## src/rtl/core/ffa_pkg.sv

```systemverilog
// Shared constants, codes and control structs of the first-fit block allocator.
package ffa_pkg;

  localparam int MAX_BLOCKS = 64;
  localparam int SIZE_BITS  = 32;

  localparam int OP_W     = 2;
  localparam int REQ_W    = 32;
  localparam int HANDLE_W = 6;
  localparam int LEN_W    = 32;
  localparam int PROD_W   = 2 * REQ_W;

  localparam int IDX_W   = $clog2(MAX_BLOCKS);
  localparam int CNT_W   = $clog2(MAX_BLOCKS + 1);
  localparam int CMP_W   = (CNT_W > HANDLE_W) ? CNT_W : HANDLE_W;
  localparam int REC_W   = SIZE_BITS + 1;

  typedef enum logic [OP_W-1:0] {
    OP_ALLOC   = 2'd0,
    OP_FREE    = 2'd1,
    OP_REALLOC = 2'd2,
    OP_ZALLOC  = 2'd3
  } op_t;

  typedef enum logic [1:0] {
    ST_OK        = 2'd0,
    ST_NOSPACE   = 2'd1,
    ST_ZERO      = 2'd2,
    ST_BADHANDLE = 2'd3
  } status_t;

  typedef enum logic [3:0] {
    S_IDLE,
    S_DECODE,
    S_HCHECK,
    S_GRAB,
    S_SCAN,
    S_APPEND,
    S_FREE_OLD,
    S_DONE
  } state_t;

  typedef struct packed {
    logic    load;
    logic    hread;
    logic    scan_start;
    logic    scan_step;
    logic    wr_mark_free;
    logic    wr_hit;
    logic    wr_append;
    logic    wr_free_old;
    logic    set_status;
    status_t status;
    logic    keep_handle;
    logic    save_old;
    logic    set_moved;
    logic    out_load;
  } ffa_cmd_t;

  typedef struct packed {
    op_t  op;
    logic present;
    logic in_range;
    logic rd_free;
    logic rd_fits_req;
    logic size_zero;
    logic size_too_big;
    logic table_full;
    logic scan_hit;
    logic scan_more;
    logic chk_pending;
    logic moving;
    logic out_busy;
  } ffa_sts_t;

endpackage

```

## src/rtl/core/ffa_ctrl.sv

```systemverilog
// Controller state machine of the first-fit block allocator.
module ffa_ctrl (
  input  logic              clk,
  input  logic              rst_n,
  input  logic              in_valid,
  output logic              in_ready,
  input  ffa_pkg::ffa_sts_t sts,
  output ffa_pkg::ffa_cmd_t cmd
);

  ffa_pkg::state_t state_r, state_nxt;

  always_ff @(posedge clk) begin
    if (!rst_n) begin
      state_r <= ffa_pkg::S_IDLE;
    end else begin
      state_r <= state_nxt;
    end
  end

  always_comb begin
    state_nxt  = state_r;
    cmd        = '0;
    cmd.status = ffa_pkg::ST_OK;
    in_ready   = 1'b0;
    unique case (state_r)
      ffa_pkg::S_IDLE: begin
        in_ready = 1'b1;
        if (in_valid) begin
          cmd.load  = 1'b1;
          state_nxt = ffa_pkg::S_DECODE;
        end
      end
      ffa_pkg::S_DECODE: begin
        unique case (sts.op)
          ffa_pkg::OP_ALLOC, ffa_pkg::OP_ZALLOC: begin
            state_nxt = ffa_pkg::S_GRAB;
          end
          ffa_pkg::OP_FREE, ffa_pkg::OP_REALLOC: begin
            if (!sts.present) begin
              state_nxt = (sts.op == ffa_pkg::OP_FREE) ? ffa_pkg::S_DONE : ffa_pkg::S_GRAB;
            end else if (!sts.in_range) begin
              cmd.set_status = 1'b1;
              cmd.status     = ffa_pkg::ST_BADHANDLE;
              state_nxt      = ffa_pkg::S_DONE;
            end else begin
              cmd.hread = 1'b1;
              state_nxt = ffa_pkg::S_HCHECK;
            end
          end
          default: begin
            state_nxt = ffa_pkg::S_DONE;
          end
        endcase
      end
      ffa_pkg::S_HCHECK: begin
        if (sts.rd_free) begin
          cmd.set_status = 1'b1;
          cmd.status     = ffa_pkg::ST_BADHANDLE;
          state_nxt      = ffa_pkg::S_DONE;
        end else if (sts.op == ffa_pkg::OP_FREE) begin
          cmd.wr_mark_free = 1'b1;
          state_nxt        = ffa_pkg::S_DONE;
        end else if (sts.rd_fits_req) begin
          cmd.keep_handle = 1'b1;
          state_nxt       = ffa_pkg::S_DONE;
        end else begin
          cmd.save_old = 1'b1;
          state_nxt    = ffa_pkg::S_GRAB;
        end
      end
      ffa_pkg::S_GRAB: begin
        if (sts.size_zero) begin
          cmd.set_status = 1'b1;
          cmd.status     = ffa_pkg::ST_ZERO;
          state_nxt      = ffa_pkg::S_DONE;
        end else if (sts.size_too_big) begin
          cmd.set_status = 1'b1;
          cmd.status     = ffa_pkg::ST_NOSPACE;
          state_nxt      = ffa_pkg::S_DONE;
        end else begin
          cmd.scan_start = 1'b1;
          state_nxt      = ffa_pkg::S_SCAN;
        end
      end
      ffa_pkg::S_SCAN: begin
        if (sts.scan_hit) begin
          cmd.wr_hit = 1'b1;
          state_nxt  = sts.moving ? ffa_pkg::S_FREE_OLD : ffa_pkg::S_DONE;
        end else if (sts.scan_more || sts.chk_pending) begin
          cmd.scan_step = 1'b1;
        end else begin
          state_nxt = ffa_pkg::S_APPEND;
        end
      end
      ffa_pkg::S_APPEND: begin
        if (sts.table_full) begin
          cmd.set_status = 1'b1;
          cmd.status     = ffa_pkg::ST_NOSPACE;
          state_nxt      = ffa_pkg::S_DONE;
        end else begin
          cmd.wr_append = 1'b1;
          state_nxt     = sts.moving ? ffa_pkg::S_FREE_OLD : ffa_pkg::S_DONE;
        end
      end
      ffa_pkg::S_FREE_OLD: begin
        cmd.wr_free_old = 1'b1;
        cmd.set_moved   = 1'b1;
        state_nxt       = ffa_pkg::S_DONE;
      end
      ffa_pkg::S_DONE: begin
        if (!sts.out_busy) begin
          cmd.out_load = 1'b1;
          state_nxt    = ffa_pkg::S_IDLE;
        end
      end
      default: begin
        state_nxt = ffa_pkg::S_IDLE;
      end
    endcase
  end

endmodule

```

## config.mk

```make
export PLATFORM = sky130hd
export DESIGN_NAME = ffa_ctrl
export DESIGN_NICKNAME = d
export VERILOG_FILES = /design/src/rtl/core/ffa_pkg.sv /design/src/rtl/core/ffa_ctrl.sv
export SDC_FILE = /design/constraint.sdc
export NUM_CORES = 1
export LEC_CHECK = 0
export ABC_AREA = 1
export BUFFER_PORTS_ARGS = -buffer_cell sky130_fd_sc_hd__buf_2
export CAP_MARGIN = 5
export CELL_PAD_IN_SITES_DETAIL_PLACEMENT = 1
export CELL_PAD_IN_SITES_GLOBAL_PLACEMENT = 1
export CORE_MARGIN = 5
export CORE_UTILIZATION = 25
export DETAILED_ROUTE_END_ITERATION = 8
export PLACE_DENSITY_LB_ADDON = 0.25
export SYNTH_ARGS = -nofsm -noshare
export SYNTH_HDL_FRONTEND = slang
export SYNTH_SLANG_ARGS = --single-unit
export TNS_END_PERCENT = 20
```

## constraint.sdc

```tcl
create_clock -name clk -period 2.4 [get_ports clk]
set_input_delay 0.72 -clock clk [delete_from_list [all_inputs] [get_ports clk]]
set_output_delay 0.72 -clock clk [all_outputs]
set_load 0.1 [all_outputs]
```

## Yosys cells after proc, flatten, opt, wreduce, memory -nomap -nowiden

Cells that the tools add are included.

| cells by class | value |
|---|---|
| equal/unequal tests | 13 |
| muxes and demuxes | 52 |
| reductions and logical operators | 6 |

Operator list:

| operator | count |
|---|---|
| $mux 4 | 8 |
| $pmux 4 s8 | 1 |
| $mux 3 | 10 |
| $mux 1 | 27 |
| $eq 4x3->1 const B | 4 |
| $pmux 3 s4 | 1 |
| $eq 4x2->1 const B | 2 |
| $mux 2 | 4 |
| $pmux 4 s2 | 1 |
| $eq 2x2->1 const B | 2 |
| $eq 4x1->1 const B | 1 |
| $logic_not 4->1 | 1 |
| $ne 2x2->1 const B | 2 |
| $reduce_or 2->1 | 2 |
| $ne 3x3->1 const B | 1 |
| $reduce_and 3->1 | 1 |
| $eq 2x1->1 const B | 1 |
| $logic_not 2->1 | 1 |
| $logic_or 1x1->1 | 1 |

| word-level totals | value |
|---|---|
| register bits after elaboration | 4 |
| output and inout bits | 16 |
| word-level logic and storage cells | 72 |

## Logic depth before layout (Yosys ltp)

| depth | value |
|---|---|
| word-level depth | 5 |
| depth in mapped cells | 9 |

## Least setup slack after synthesis

No wires, ideal clock.

| path | value |
|---|---|
| path kind | in2out |
| start | input sts[13] in the netlist's numbering |
| end | output cmd[3] in the netlist's numbering |
| arrival | 3901 ps |
| required time | 1680 ps |
| path slack | -2221 ps |
| stages | 3 |
| path buffers | 0 |
| cell sequence | inv_1 ha_1 nor4_1 |

RTL lines:

| what | line | source |
|---|---|---|
| start, declared | ffa_ctrl.sv:7 | `input ffa_pkg::ffa_sts_t sts,` |
| end, declared | ffa_ctrl.sv:8 | `output ffa_pkg::ffa_cmd_t cmd` |

==> impl_metrics.csv <==
group,metric,value,unit
status,status,"complete, but fails checks",
status,violations,"setup timing",
final_layout,drive_above_1_share,45.4,%
setup_path,cp-start-kind,"primary input",
global_route,use_met1,15.7,%
setup_path,path_common_cell,"nand2_1",
logic_synthesis,syn_nets,111,
flow_run,drv_cap,0,
global_route,grt_pass1_vias,722,
setup_path,critical_path_class,"primary input to output port",
timing,skew,0.00343,ns
detailed_routing,drt-total-wl,1790,um
floorplanning,core_area,0.00194,sq mm
floorplanning,dieArea,0.00303,sq mm
setup_path,crit_family,"simple AND/OR/NAND/NOR gates",
global_route,grt-busiest-layer,"met2",
setup_path,cp_data_required_time,1.68,ns
timing,slew_headroom,67.6,%
floorplanning,pin_count,33,
logic_synthesis,synthFlopType,"dfxtp_1",
setup_path,cp_slowest_cell,"ha_4",
detailed_routing,ant_nets,0,
power_and_ir_drop,power.total,1350,uW
timing,layout_setup_ws,-0.0810,ns
clock_tree,clk_pin_slew_worst_paths,0.04,ns
setup_path,cp.arrival,1.76,ns
logic_synthesis,synth_cell_types,22,
logic_synthesis,synth_top_area_share,15.6,%
global_route,antenna_found_initial,0,
floorplanning,rows,16,
detailed_routing,num_vias,698,
power_and_ir_drop,leakage,0.000510,uW
clock_tree,clockBufferDepth,2,
timing,worst_pin_slew,0.490,ns
power_and_ir_drop,power_density,1300,mW/mm^2
clock_tree,clk_latency,0.24,ns
global_route,grt_pass1_wl,3000,um
clock_tree,clock_sinks,3,
global_route,track_usage,13.7,%
logic_synthesis,syn_area_per_cell,5.45,sq um
final_layout,syn_to_final_growth,105,%
final_layout,fin_area,0.00104,sq mm
global_route,grt_max_degree,10,
placement,gp_congestion,0.712,
clock_tree,cts-htree-levels,1,
final_layout,regMostFlops,"state_r",
placement,portBuffers,32,
setup_path,worstSetupEndpointType,"output port",
global_route,met3_usage,1.61,%
timing,final_hold_viol_count,0,
detailed_routing,dr.pass1.iters,2,
clock_tree,cts_tree,"done",
timing,setup_viol,4,
detailed_routing,wl_per_cell,11.4,um
logic_synthesis,yosysMostFrequentCell,"nand2_1",
setup_path,crit_buf_inv,3,
logic_synthesis,synth_area_leaders,"nand2_1 16%, inv_1 14%, nor2_1 14%, dfxtp_1 12%, nand3_1 5.9%",
setup_path,crit_chain,"buf_8, inv_4, ha_4, nor2_4, nand3_2, nand2_1, a31oi_1, nand2_1, buf_12",
timing,rsz0062_at_grt,"yes",
logic_synthesis,synth_edf_count,0,
final_layout,nets,149,
timing,period_needed,2.48,ns
floorplanning,dieWidth,55.0,um
global_route,grt_overflow_total,0,
placement,hpwl,1530,um
logic_synthesis,syn_inst,93,
timing,tns,-0.252,ns
setup_path,cp_max_fo,3,
global_route,use_met2,24.6,%
final_layout,reg_top3,"state_r x3",
clock_tree,clock-root-buffer,"clkbuf_4",
setup_path,slowest_delay,0.27,ns
logic_synthesis,ys_seq_area_share,11.9,%
floorplanning,die_h,55.0,um
detailed_routing,drt_iter0_markers,4,
power_and_ir_drop,ir_drop,0.000835,V
final_layout,largest_register_ff_count,3,
final_layout,n_antenna_cell,0,
clock_tree,numCtsBuffers,3,
placement,dpl_cell_area,977,sq um
logic_synthesis,synthTopCellsByCount,"21 x nand2_1, 19 x inv_1, 19 x nor2_1, 6 x nand3_1",
detailed_routing,drcViolationCount,0,
logic_synthesis,synth_top_area_cell,"nand2_1",
timing,maxSlewViolCount,0,
logic_synthesis,ys_async_sr_fraction,0,%
logic_synthesis,yosys_warnings,0,
timing,fin_crit_sh,103,%
floorplanning,start_util,26.1,%
logic_synthesis,ys_ff_latch,3,
timing,timing.fmax,403,MHz
logic_synthesis,synthesis.area,507,sq um
min_path,hold_path.class,"flop to flop",
detailed_routing,via_per_inst,4.45,
==> power by group <==
part	internal, uW	total, uW	switching (uW)	leakage, uW
combinational	362	1120	762	0.000470
clock	62.7	94.5	31.8	0.0000150
sequential	76.4	130	53.3	0.0000252
total	501	1350	847	0.000510
==> through the flow <==
stage	hold WS, ns	std cells	utilization, %	setup WS [ns]
after global routing	0.661	157	53.5	-0.119
after global placement	0.733	152	50.3	-0.0605
after detailed placement	0.731	152	50.3	-0.0933
after CTS	0.736	157	53.1	-0.0759
final	0.636	157	53.5	-0.0810
after floorplan	0.668	93	-	-0.700
==> logic make-up after synthesis <==
| logic type | share of synthesized area, % |
|---|---|
| AND/OR/NAND/NOR | 53.8 |
| adder cells (fa/ha/maj) | 2.47 |
| flip-flops | 11.9 |
| AO/OA/AOI/OAI | 11.4 |
| buffers and inverters | 20.5 |
==> worst register-to-register path: stages (launching register included) <==
cell and delay [ns]:
dfxtp_2 0.49, buf_4 0.20, nand3_1 0.12, nor2_1 0.17, nor2_2 0.07, nand2_1 0.08, a21oi_2 0.05
==> layout make-up <==
type | count | area (sq um)
clock buffer | 4 | 26.3
inverter | 19 | 73.8
tap | 27 | 33.8
timing repair buffer | 36 | 432
fill | 253 | 903
multi-input combinational | 68 | 412
sequential | 3 | 61.3
==> layout by cell type (no fill, tap or decap) <==
cell type,instances
a211oi_1,1
a21oi_1,1
a21oi_2,3
a31oi_1,1
buf_12,15
buf_2,15
buf_4,4
buf_6,1
buf_8,1
clkbuf_1,1
clkbuf_4,3
dfxtp_1,2
dfxtp_2,1
ha_4,1
inv_1,18
inv_4,1
nand2_1,21
nand2_2,3
nand3_1,6
nand3_2,1
nor2_1,18
nor2_2,2
nor2_4,3
nor3_2,1
nor3_4,1
nor4_4,2
o211ai_1,1
o21ai_0,1
or2_4,1
==> repair_timing <==
item | 4_1_cts | 5_1_grt
hold buffers | 0 | 0
gates resized for setup | 4 | 3
pin swaps | 6 | 2
buffers inserted | 1 | 0
setup endpoints to repair | 4 | 7
==> worst paths after layout <==
kind / startpoint / to / slack [ns] / cells after the start
min reg2reg: state_r[2] / state_r[2] / 0.64 / 2
max: sts[13] / cmd[4] / -0.08 / 9
min: state_r[2] / state_r[2] / 0.64 / 2
max reg2reg: state_r[2] / state_r[0] / 1.11 / 6
==> per-layer routing <==
layer	wire, um	up-vias
met5	0	-
met4	28	0
met3	99	3
met2	939	21
met1	720	315
li1	-	359
No activity file was read; power rests on OpenSTA's default activity.
